## src/rtl/core/eslr_pkg.sv

```systemverilog
`timescale 1ns / 1ps

package eslr_pkg;

  // fixed field widths
  localparam int ROW_W    = 12;
  localparam int COL_W    = 13;
  localparam int CNT_W    = 14;
  localparam int RCNT_W   = 13;
  localparam int CH_W     = 3;
  localparam int SAMPLE_W = 16;
  localparam int LANES    = 4;
  localparam int SUM_W    = 30;
  localparam int LEN_W    = 14;
  localparam int COS_W    = 17;
  localparam int SEC_W    = 28;
  localparam int IDX_W    = 2;

  // register indexes
  localparam logic [IDX_W-1:0] REG_ROW_COUNT     = 2'd0;
  localparam logic [IDX_W-1:0] REG_COLUMN_COUNT  = 2'd1;
  localparam logic [IDX_W-1:0] REG_CHANNEL_COUNT = 2'd2;
  localparam logic [IDX_W-1:0] REG_UNLISTED      = 2'd3;

  // pi/2 in Q30
  localparam longint unsigned HALF_PI_Q30 = 64'd1686629713;

  // one finished bin on its way to the averaging stage
  typedef struct packed {
    logic [ROW_W-1:0]                row;
    logic [COL_W-1:0]                col;
    logic [LEN_W-1:0]                len;
    logic [LANES-1:0][SUM_W-1:0]     sums;
  } bin_t;

  // unsigned shift and subtract division for elaboration-time tables
  function automatic longint unsigned udiv64(input longint unsigned a,
                                             input longint unsigned b);
    longint unsigned q;
    longint unsigned r;
    q = '0;
    r = '0;
    for (int i = 63; i >= 0; i--) begin
      r = {r[62:0], a[i]};
      if (r >= b) begin
        r    = r - b;
        q[i] = 1'b1;
      end
    end
    return q;
  endfunction

  // sine of a Q30 angle by nine Taylor terms, rounded to Q1.16
  function automatic logic [COS_W-1:0] sine_q16(input longint unsigned x);
    longint unsigned term;
    longint          acc;
    longint unsigned q;
    term = x;
    acc  = longint'(x);
    for (int n = 1; n <= 8; n++) begin
      term = (term * x) >> 30;
      term = (term * x) >> 30;
      term = udiv64(term, 64'((2 * n) * (2 * n + 1)));
      if ((n & 1) == 1) acc = acc - longint'(term);
      else acc = acc + longint'(term);
    end
    if (acc < 0) acc = 0;
    q = (longint'(acc) + 64'd8192) >> 14;
    if (q > 64'd65536) q = 64'd65536;
    return q[COS_W-1:0];
  endfunction

endpackage

```

## src/rtl/core/eslr_queue.sv

```systemverilog
`timescale 1ns / 1ps

module eslr_queue (
  input  logic           clk,
  input  logic           rst,
  input  logic           push,
  input  eslr_pkg::bin_t push_data,
  output logic           full,
  input  logic           pop,
  output logic           head_valid,
  output eslr_pkg::bin_t head
);

  // two fixed slots, slot0 is the head
  eslr_pkg::bin_t slot0;
  eslr_pkg::bin_t slot1;
  logic [1:0]     count;

  assign full       = (count == 2'd2);
  assign head_valid = (count != 2'd0);
  assign head       = slot0;

  // occupancy
  always_ff @(posedge clk) begin
    if (rst) begin
      count <= '0;
    end else if (push && !pop) begin
      count <= count + 1'b1;
    end else if (pop && !push) begin
      count <= count - 1'b1;
    end
  end

  // slot shifting
  always_ff @(posedge clk) begin
    if (pop) begin
      slot0 <= (count == 2'd2) ? slot1 : push_data;
      if (push) slot1 <= push_data;
    end else if (push) begin
      if (count == 2'd0) slot0 <= push_data;
      else slot1 <= push_data;
    end
  end

endmodule

```

## config.mk

```make
export PLATFORM = sky130hd
export DESIGN_NAME = eslr_queue
export DESIGN_NICKNAME = d
export VERILOG_FILES = /design/src/rtl/core/eslr_pkg.sv /design/src/rtl/core/eslr_queue.sv
export SDC_FILE = /design/constraint.sdc
export NUM_CORES = 1
export LEC_CHECK = 0
export BUFFER_PORTS_ARGS = -buffer_cell sky130_fd_sc_hd__clkbuf_2
export CELL_PAD_IN_SITES_DETAIL_PLACEMENT = 1
export CELL_PAD_IN_SITES_GLOBAL_PLACEMENT = 1
export CORE_ASPECT_RATIO = 0.6
export CORE_MARGIN = 2
export CORE_UTILIZATION = 48
export CTS_CLUSTER_SIZE = 30
export DETAILED_ROUTE_END_ITERATION = 7
export HOLD_SLACK_MARGIN = 0.02
export PLACE_DENSITY = 0.83
export SYNTH_ARGS = -nofsm -noshare
export SYNTH_HDL_FRONTEND = slang
export SYNTH_SLANG_ARGS = --single-unit
```

## constraint.sdc

```tcl
create_clock -name clk -period 26.2 [get_ports clk]
set_input_delay 3.93 -clock clk [delete_from_list [all_inputs] [get_ports clk]]
set_output_delay 3.93 -clock clk [all_outputs]
set_load 0.02 [all_outputs]
```

# Yosys cells after proc, flatten, opt, wreduce, memory -nomap -nowiden
# Index checks and enable logic that the tools add are counted.
[word_totals]
input_bits = 163
reg_bits = 320
output_inout_bits = 161
[classes]
add_sub_neg = 2
n_mux = 10
eq_ne = 2
reduce_logical = 11
[op_table]
columns = ["cell", "count"]
rows = [
  ["two-way mux 159 bit", 8],
  ["nonzero test 2 bit", 4],
  ["two-way mux 2 bit", 2],
  ["AND reduction 2 bit", 2],
  ["adder 2 x 1 -> 2 bit (second input constant)", 1],
  ["== test 2 bit (second input constant)", 1],
  ["logical AND 1 bit", 2],
  ["logical NOT 1 bit", 2],
  ["logical NOT 2 bit", 1],
  ["inequality test 2 bit (second input constant)", 1],
  ["subtractor 2 x 1 -> 2 bit (second input constant)", 1],
]

# Longest topological paths before layout
# Gate-level depths: netlist (run 1).
[logic_depth]
depth_word = 4
ltp_mapped = 5
ltp_nobuf = 5

# Worst setup path after synthesis (run 1)
# No wires, ideal clock.
[synth_timing]
path_type = "input -> register"
start = "input port pop"
end = "register slot0, in the netlist head[0] (enable)"
setup_time_ps = 731
stages = 3
required_ps = 25469
t_arrival_ps = 11810
path_slack_ps = 13660
n_path_buf = 0
path_cell_list = "inv_1 -> ha_1 -> a21oi_1"
[synth_between]
elab_chain_cells = 2
[synth_lines]
columns = ["item", "line", "source"]
rows = [
  ["from (decl)", "eslr_queue.sv:9", "input logic pop,"],
  ["nonzero test 2 bit (no line)", "--", ""],
  ["AND reduction 2 bit (no line) (*)", "--", ""],
  ["to (signal assigned)", "eslr_queue.sv:37", "slot0 <= (count == 2'd2) ? slot1 : push_data;"],
  ["to (signal assigned)", "eslr_queue.sv:40", "if (count == 2'd0) slot0 <= push_data;"],
  ["to (decl)", "eslr_queue.sv:15", "eslr_pkg::bin_t slot0;"],
]
# Every way passes the cells marked *; elsewhere a longest branch is shown, timed or not.
# A chain may end at the register's enable or synchronous reset.

# Worst setup path after layout (run 1)
[layout_timing]
start = "input port pop"
end = "register slot0, in the netlist head[157], data pin"
[layout_between]
elab_chain_cells = 1
[layout_lines]
columns = ["item", "line", "source"]
rows = [
  ["two-way mux 159 bit", "eslr_queue.sv:36", "if (pop) begin"],
]
# No other way between the ends.

==> results of run 1 <==
-- logic make-up after synthesis --
logic type / share of synthesized area [%]
buffers and inverters: 1.440
AND/OR/NAND/NOR: 0.3317
flip-flops: 79.41
adder cells (fa/ha/maj): 0.2072
XOR/XNOR: 0.1451
multiplexers: 18.25
AO/OA/AOI/OAI: 0.2176
-- worst max-delay path: stages --
cell      delay (ns)
clkbuf_2        0.16
nand2_8         0.71
buf_4           0.90
mux2_2          0.42
-- layout by cell type, fill, tap and decap left out, types with 4 or more instances in the layout --
cell | netlist | layout
edfxtp_1 | 318 | 318
clkbuf_16 | 0 | 29
buf_4 | 0 | 5
clkbuf_1 | 0 | 5
clkbuf_2 | 0 | 323
mux2_4 | 110 | 110
clkinv_1 | 0 | 4
clkinv_2 | 0 | 5
mux2_2 | 49 | 49
bufinv_16 | 0 | 4
-- stage by stage --
stage | cell area, sq um | power (uW) | setup slack, ns | utilization, %
after floorplan | 12080 | 785.9 | 13.66 | -
after global placement | 14000 | 840.5 | 19.71 | 57.27
after detailed placement | 14000 | 850.3 | 19.70 | 57.27
after CTS | 14960 | 1288 | 20.24 | 61.22
after global routing | 14960 | 1317 | 20.16 | 61.22
final | 14960 | 1276 | 20.26 | 61.22
-- synthesized netlist by cell type --
cell | count | area, sq um
buf_2 | 4 | 20.02
nor2_1 | 2 | 7.510
or2_2 | 1 | 6.260
edfxtp_1 | 318 | 9549
o21a_1 | 1 | 7.510
ha_1 | 2 | 25.02
nand2b_1 | 1 | 6.260
mux2_2 | 49 | 551.8
buf_6 | 13 | 146.4
dfxtp_1 | 2 | 40.04
inv_1 | 2 | 7.510
a31o_2 | 1 | 8.760
xnor2_1 | 2 | 17.52
nand2_2 | 1 | 6.260
nor2b_4 | 1 | 13.76
mux2_4 | 110 | 1652
a21oi_1 | 2 | 10.01
-- per-layer routing --
metal	part of all wire, %	routed length, um	vias up
li1	-	-	2725
met2	48	13560	249
met4	1.9	527	0
met3	9.2	2619	41
met5	0	0	-
met1	41	11680	3058
-- state kept, by name (all words and copies together), names as in the netlist --
name / flops
head: 159
slot1: 159
count: 2
-- power groups by stage --
stage	registers, uW	logic, uW	clock network [uW]
4_1_cts	657	186	445
3_3_place_gp	661	179	0
6_report	656	184	436
5_1_grt	661	195	461
2_1_floorplan	717	68.7	0
3_5_place_dp	666	184	0
-- area by class of cell --
class / instances / share of cell area, %
clock inverters: 17 / 1.288
well taps: 322 / 2.693
flip-flops and latches: 320 / 64.09
inverters: 2 / 0.05017
repair buffers: 328 / 11.05
clock buffers: 36 / 5.159
multi-input cells: 173 / 15.67
-- worst paths after layout --
check                             start                   to  slack, ns
setup reg to reg  count[0]$_SDFFE_PP0P_  head[157]$_DFFE_PP_      23.28
setup / recovery                    pop  head[157]$_DFFE_PP_      20.26
hold / removal      slot1[52]$_DFFE_PP_   head[52]$_DFFE_PP_       0.55
hold reg to reg     slot1[52]$_DFFE_PP_   head[52]$_DFFE_PP_       0.55
==> qor.yml, run 1 <==
crit_path_end_kind: "flip-flop"
use_met1_pct: 27.27
maxCapViolCount: 0
finalSetupTns_ns: 0
clk_latency_ns: 0.54
pwr-share-comb_pct: 14.4
dp_hpwl_um: 19140
use_met3_pct: 8.319
sw_frac_of_total_pct: 25.28
clock-sinks: 320
use_met2_pct: 35.08
relSlewSlack_pct: 26.65
grt_pass1_wl_um: 42250
place_inst: 1145
netSwitchingPower_uw: 322.6
min_period_ns: 5.938
worstSetupPathType: "input pin to flip-flop"
seqPwrFrac_pct: 51.4
hold_buffers: 0
hold_viol_final: 0
num_vias: 6073
max-vdd-ir-drop_mv: 0.05082
netlist_area_sq_mm: 0.01208
post-route-period-util_pct: 22.66
multi_input_area_sq_mm: 0.002345
critPathLaunchType: "input pin"
syn_area_per_cell_sq_um: 23.58
tightest_slew_ns: 1.100
core_area_sq_mm: 0.02444
cts_buffer_depth: 3
root_buffer: "clkbuf_16"
timing.hold.ws_ns: 0.5456
cts_setup_buffers: 0
ant_nets: 0
ys_ff_latch: 320
die_h_um: 126.9
initial_core_util_pct: 49.40
h-tree-depth: 1
dieArea_sq_mm: 0.02648
yosysSeqAreaShare_pct: 79.41
arrival_ns: 6.23
clock_skew_ns: 0.009185
yosysWarnings: 0
diodes: 0
grt_max_degree: 106
instances_no_fill: 1198
syn_inst: 512
final_nets: 1019
min_path_cells: 1
drv_slew: 0
syn2layout_area_growth_pct: 23.91
fp-row-count: 44
grt_pass1_vias: 6715
cts_inserted_buffers: 29
grt_overflow: 0
drt_iter0_drc: 384
rr_worst_depth: 4
io_buffers: 323
rsz0062_at_grt: "no"
power.clock.fraction_pct: 34.2
cp.required_ns: 26.49
fmax_mhz: 168.4
wl_um: 28390
setup_viol: 0
leakagePower_uw: 0.006260
chipWidth_um: 208.8
outcome: "completed"
worst-path-max-fanout: 105
seq_area_sq_mm: 0.009589
hp-class: "flip-flop to flip-flop"
drcViolationCount: 0
post_cts_resized: 0
via_per_inst: 5.069
ios: 324
antenna_found_initial: 1
drtPass1Iterations: 4
groute.usage.overall_pct: 21.44
p_per_area_mw_per_mm2: 85.27
clkSlewWorstSetupHoldPaths_ns: 0.07
place.gp.congestion: 0.7662
synthesis.nets: 677
wl_per_cell_um: 23.70
p_int_uw: 953.2
post_synth_num_cell_types: 17
cts_tree: "built"
top_usage_layer: "met2"
drive_gt1_share_pct: 61.30
fillCellCount: 2200
(Power assumes the default switching activity.)
==> inputs of run 2 (changes only) <==
--- a/config.mk
+++ b/config.mk
@@ -5,16 +5,17 @@
 export SDC_FILE = /design/constraint.sdc
 export NUM_CORES = 1
 export LEC_CHECK = 0
+export ABC_AREA = 1
 export BUFFER_PORTS_ARGS = -buffer_cell sky130_fd_sc_hd__clkbuf_2
 export CELL_PAD_IN_SITES_DETAIL_PLACEMENT = 1
 export CELL_PAD_IN_SITES_GLOBAL_PLACEMENT = 1
 export CORE_ASPECT_RATIO = 0.6
 export CORE_MARGIN = 2
-export CORE_UTILIZATION = 48
+export CORE_UTILIZATION = 38
 export CTS_CLUSTER_SIZE = 30
 export DETAILED_ROUTE_END_ITERATION = 7
 export HOLD_SLACK_MARGIN = 0.02
-export PLACE_DENSITY = 0.83
+export PLACE_DENSITY = 0.74
 export SYNTH_ARGS = -nofsm -noshare
 export SYNTH_HDL_FRONTEND = slang
 export SYNTH_SLANG_ARGS = --single-unit
==> constraint.sdc (replaced) <==
create_clock -name clk -period 4.95 [get_ports clk]
set_input_delay 0.7425 -clock clk [delete_from_list [all_inputs] [get_ports clk]]
set_output_delay 0.7425 -clock clk [all_outputs]
set_load 0.02 [all_outputs]
==> qor.yml, run 2 <==
outcome: "completed"
dp_hpwl_um: 20840
relSlewSlack_pct: 30.27
drt_iter0_drc: 502
rrSetupSlack_ns: 2.78
design_area_sq_mm: 0.01507
r2r_start: "count[0]$_SDFFE_PP0P_"
clkSlewWorstSetupHoldPaths_ns: 0.06
hold_viol_final: 0
wl_um: 32090
finalSetupTns_ns: 0
via_per_inst: 4.881
maxCapViolCount: 0
postPlaceCellArea_sq_mm: 0.01404
critPathSlowestCell: "buf_4"
die_h_um: 141.4
syn_area_per_cell_sq_um: 13.71
h-tree-depth: 1
drtPass1Iterations: 5
cts_inserted_buffers: 31
multi_input_area_sq_mm: 0.002121
place_inst: 1573
groute.usage.overall_pct: 19.13
arrival_ns: 2.24
layout_common_cells: "nand2_1, clkbuf_2, edfxtp_1, o21ai_0, clkbuf_16"
ant_nets: 0
initial_core_util_pct: 38.46
fmax_mhz: 335.2
post_cts_resized: 0
p_per_area_mw_per_mm2: 447.6
clock-sinks: 320
synth_top_area_share_pct: 79.85
grt_max_degree: 118
cp.required_ns: 4.21
antenna_found_initial: 8
cts_tree: "built"
yosysWarnings: 0
wl_per_cell_um: 19.62
grt_pass1_wl_um: 48490
crit_path_end_kind: "output port"
final_nets: 1355
fp-row-count: 50
post-route-period-util_pct: 60.27
worst-path-max-fanout: 104
crit_chain: "inv_2 -> nand2_4 -> buf_4 -> inv_1 -> clkbuf_2"
min_from: "rst"
tightest_slew_ns: 1.046
ios: 324
seq_area_sq_mm: 0.009589
synth-xor-area-share_pct: 0.07324
num_vias: 7986
async_reset_ff_share_pct: 0
synthMuxAreaShare_pct: 0
cp-startpoint: "count[0]$_SDFFE_PP0P_"
max-vdd-ir-drop_mv: 0.2550
rsz0062_at_grt: "no"
leakagePower_uw: 0.006078
ys_ff_latch: 320
cp_top_family: "buffers and inverters"
syn_inst: 872
root_buffer: "clkbuf_16"
cts_buffer_depth: 3
crit_buf_inv: 4
worstSetupPathType: "flip-flop to output port"
synthAdderAreaFrac_pct: 0.2092
synthTopCellsByCount: "nand2_1, edfxtp_1, o21ai_0, clkbuf_1, buf_2"
place.gp.congestion: 0.7759
synth_largest_area_cell: "edfxtp_1"
yosysSeqAreaShare_pct: 80.18
ys.flop_type: "edfxtp_1"
critPathLaunchType: "flip-flop"
instances_no_fill: 1636
grt_overflow: 0
clock_skew_ns: 0.007364
fillCellCount: 3316
clk_latency_ns: 0.56
setup_viol: 0
min_period_ns: 2.983
post_synth_num_cell_types: 20
grt_pass1_vias: 8314
cts_setup_buffers: 0
syn2layout_area_growth_pct: 25.98
drive_gt1_share_pct: 32.45
io_buffers: 323
hp-class: "input pin to flip-flop"
max_stage_delay_ns: 0.81
dieArea_sq_mm: 0.03295
synthesis.nets: 1037
yosys-top-cells-area: "edfxtp_1, nand2_1, o21ai_0, buf_2, clkbuf_1"
netlist_area_sq_mm: 0.01196
synth_compound_area_share_pct: 6.748
synth_top_family_by_area: "simple AND/OR/NAND/NOR gates"
chipWidth_um: 233.0
yosysMostFrequentCell: "nand2_1"
drcViolationCount: 0
drv_slew: 0
core_area_sq_mm: 0.03109
hold_buffers: 0
synth_edf_count: 318
synthSimpleGateAreaFrac_pct: 10.44
run 2: cell count changes after synthesis, sizes merged, moves of 6 or more:
cell	change
buf	+6
mux2	-159
o21ai	+159
inv	+6
nand2	+323
clkbuf	+28
run 2: cell families (layout without fill, tap and decap cells):
logic type                 Yosys count  after routing
and+or+nand+nor                    329            329
xor gates and xnor gates             1              1
other                                0              6
buffers and inverters               59            401
adders and majority gates            2              2
DFF                                320            320
AOI/OAI and AO/OA                  161            161
run 2: stage by stage:
stage	hold slack (ns)	setup slack [ns]	util, %	total power (uW)
after floorplan	0.4947	0.4896	-	4046
after global placement	0.4978	2.203	45.15	4425
after detailed placement	0.5058	2.109	45.15	4461
after CTS	0.3253	1.923	48.41	6844
after global routing	0.3362	1.772	48.43	7015
final	0.3571	1.967	48.45	6744
run 2: layout make-up:
type	instances	area share [%]
Sequential cell	320	63.65
Multi-Input combinational cell	493	14.08
Timing Repair Buffer	336	11.79
Clock buffer	41	5.797
Tap cell	416	3.455
Clock inverter	16	0.9135
Inverter	8	0.2159
Antenna cell	6	0.09966
run 2: worst paths after layout:
check,cells past startpoint,end
max reg2reg,6,head[26]$_DFFE_PP_
min,2,count[0]$_SDFFE_PP0P_
min reg2reg,2,head[72]$_DFFE_PP_
max,5,full
run 2: report_power, final:
group / switching, uW / internal [uW] / total, uW
combinational: 688 / 245 / 933
sequential: 91.5 / 3360 / 3450
clock: 1020 / 1340 / 2360
run 2: per-layer routing:
layer / wire [um] / share of wire, % / GRT usage, %
met1: 13820 / 43 / 25.79
met2: 15210 / 47 / 30.70
met3: 2204 / 6.9 / 5.084
met4: 831 / 2.6 / 5.364
met5: 27 / 0.084 / 0
==> inputs of run 3 (changes only) <==
--- a/config.mk
+++ b/config.mk
@@ -5,17 +5,17 @@
 export SDC_FILE = /design/constraint.sdc
 export NUM_CORES = 1
 export LEC_CHECK = 0
-export ABC_AREA = 1
+export ABC_AREA = 0
 export BUFFER_PORTS_ARGS = -buffer_cell sky130_fd_sc_hd__clkbuf_2
 export CELL_PAD_IN_SITES_DETAIL_PLACEMENT = 1
 export CELL_PAD_IN_SITES_GLOBAL_PLACEMENT = 1
 export CORE_ASPECT_RATIO = 0.6
 export CORE_MARGIN = 2
-export CORE_UTILIZATION = 38
+export CORE_UTILIZATION = 40
 export CTS_CLUSTER_SIZE = 30
 export DETAILED_ROUTE_END_ITERATION = 7
 export HOLD_SLACK_MARGIN = 0.02
-export PLACE_DENSITY = 0.74
+export PLACE_DENSITY = 0.73
 export SYNTH_ARGS = -nofsm -noshare
 export SYNTH_HDL_FRONTEND = slang
 export SYNTH_SLANG_ARGS = --single-unit
==> constraint.sdc (replaced) <==
create_clock -name clk -period 2.7 [get_ports clk]
set_input_delay 0.405 -clock clk [delete_from_list [all_inputs] [get_ports clk]]
set_output_delay 0.405 -clock clk [all_outputs]
set_load 0.02 [all_outputs]
==> qor.yml, run 3 (synthesis results as in run 1) <==
outcome: "completed"
grt_pass1_vias: 7099
drv_slew: 0
p_per_area_mw_per_mm2: 767.6
post-route-period-util_pct: 68.05
cp_top_family: "simple AND/OR/NAND/NOR gates"
tightest_slew_ns: 0.5822
worstSetupPathType: "flip-flop to flip-flop"
core_area_sq_mm: 0.02980
cts_tree: "built"
power.total_uw: 12170
crit_chain: "nor2b_4 -> nand2_8 -> buf_12 -> mux2_4"
drive_gt1_share_pct: 56.08
crit_path_end_kind: "flip-flop"
root_buffer: "clkbuf_16"
final_nets: 1095
clock-sinks: 320
io_buffers: 323
syn2layout_area_growth_pct: 31.28
via_per_inst: 4.626
leakagePower_uw: 0.006589
drcViolationCount: 0
clk_latency_ns: 0.55
setup_viol: 0
hold_viol_final: 0
cts_inserted_buffers: 30
die_h_um: 138.6
cp.required_ns: 2.98
clock_skew_ns: 0.02194
grt_overflow: 0
max_stage_delay_ns: 0.37
h-tree-depth: 1
post_cts_resized: 0
worst-path-max-fanout: 45
initial_core_util_pct: 40.53
grt_max_degree: 100
pwr-share-comb_pct: 15.5
wl_um: 27950
drtPass1Iterations: 4
clkSlewWorstSetupHoldPaths_ns: 0.07
relSlewSlack_pct: 61.18
seqPwrFrac_pct: 52.0
groute.usage.overall_pct: 17.48
fmax_mhz: 544.3
crit_buf_inv: 1
grt_pass1_wl_um: 42770
num_vias: 6310
critPathSlowestCell: "dfxtp_1"
antenna_found_initial: 2
netSwitchingPower_uw: 3073
min_period_ns: 1.837
drt_iter0_drc: 278
ant_nets: 0
finalSetupTns_ns: 0
cts_setup_buffers: 0
wl_per_cell_um: 20.49
p_int_uw: 9094
maxCapViolCount: 0
fp-row-count: 49
layout_common_cells: "clkbuf_2, edfxtp_1, mux2_4, dlygate4sd3_1, mux2_2"
dieArea_sq_mm: 0.03164
cts_buffer_depth: 3
final_common_cell: "clkbuf_2"
rsz0062_at_grt: "no"
sw_frac_of_total_pct: 25.26
chipWidth_um: 228.3
max-vdd-ir-drop_mv: 0.4760
ios: 324
hold_buffers: 67
arrival_ns: 2.12
dp_hpwl_um: 17840
power.clock.fraction_pct: 32.5
hp-class: "input pin to flip-flop"
place.gp.congestion: 0.7219
critPathLaunchType: "flip-flop"
## run 3: cell count changes in the layout (fill, tap and decap cells not counted), sizes merged, moves of 6 or more
| cell | previous run | this run |
|---|---|---|
| mux2 | 0 | 159 |
| nand2 | 324 | 1 |
| o21ai | 159 | 0 |
| dlygate4sd3 | 0 | 72 |
| clkbuf | 364 | 358 |
| clkinv | 12 | 19 |
## run 3: layout make-up
class,instances,area [sq um]
inverter,2,7.507
clock inverter,21,116.4
tap,408,510.5
fill,2818,13940
antenna,2,5.005
timing repair buffer,403,2485
clock buffer,35,790.8
sequential,320,9590
multi-input combinational,173,2347
## run 3: metrics by stage
step	worst slack, ns	area (sq um)	util, %	instances	hold slack (ns)
after floorplan	-1.061	12090	-	512	0.4700
after CTS	0.8578	15800	53.02	1357	0.02001
final	0.8628	15850	53.20	1364	0.05471
after detailed placement	0.6761	14220	47.72	1234	0.5339
after global routing	0.7969	15850	53.20	1364	0.02431
after global placement	0.7086	14220	47.72	1234	0.5296
## run 3: routing by layer
metal,track usage (%),vias up,part of all wire [%]
met5,0,-,0
met4,4.025,0,2.0
met3,6.229,40,7.8
met2,28.74,225,48
met1,22.38,3163,42
li1,-,2882,-
## run 3: power by group through the flow
stage,clock [uW],sequential (uW),combinational [uW]
finish,3950,6330,1880
global route,4260,6390,2000
detailed placement,0,6440,1810
CTS,4100,6330,1900
floorplan,0,6870,675
global placement,0,6400,1780
## run 3: path summary, 6_finish.rpt
kind / startpoint / endpoint / slack, ns / cells after the start
worst max-delay path: count[1]$_SDFFE_PP0P_ / head[95]$_DFFE_PP_ / 0.86 / 4
worst min-delay path: push_data[71] / slot1[71]$_DFFE_PP_ / 0.05 / 1
worst max register to register: count[1]$_SDFFE_PP0P_ / head[95]$_DFFE_PP_ / 0.86 / 4
worst min register to register: slot1[20]$_DFFE_PP_ / head[20]$_DFFE_PP_ / 0.54 / 1
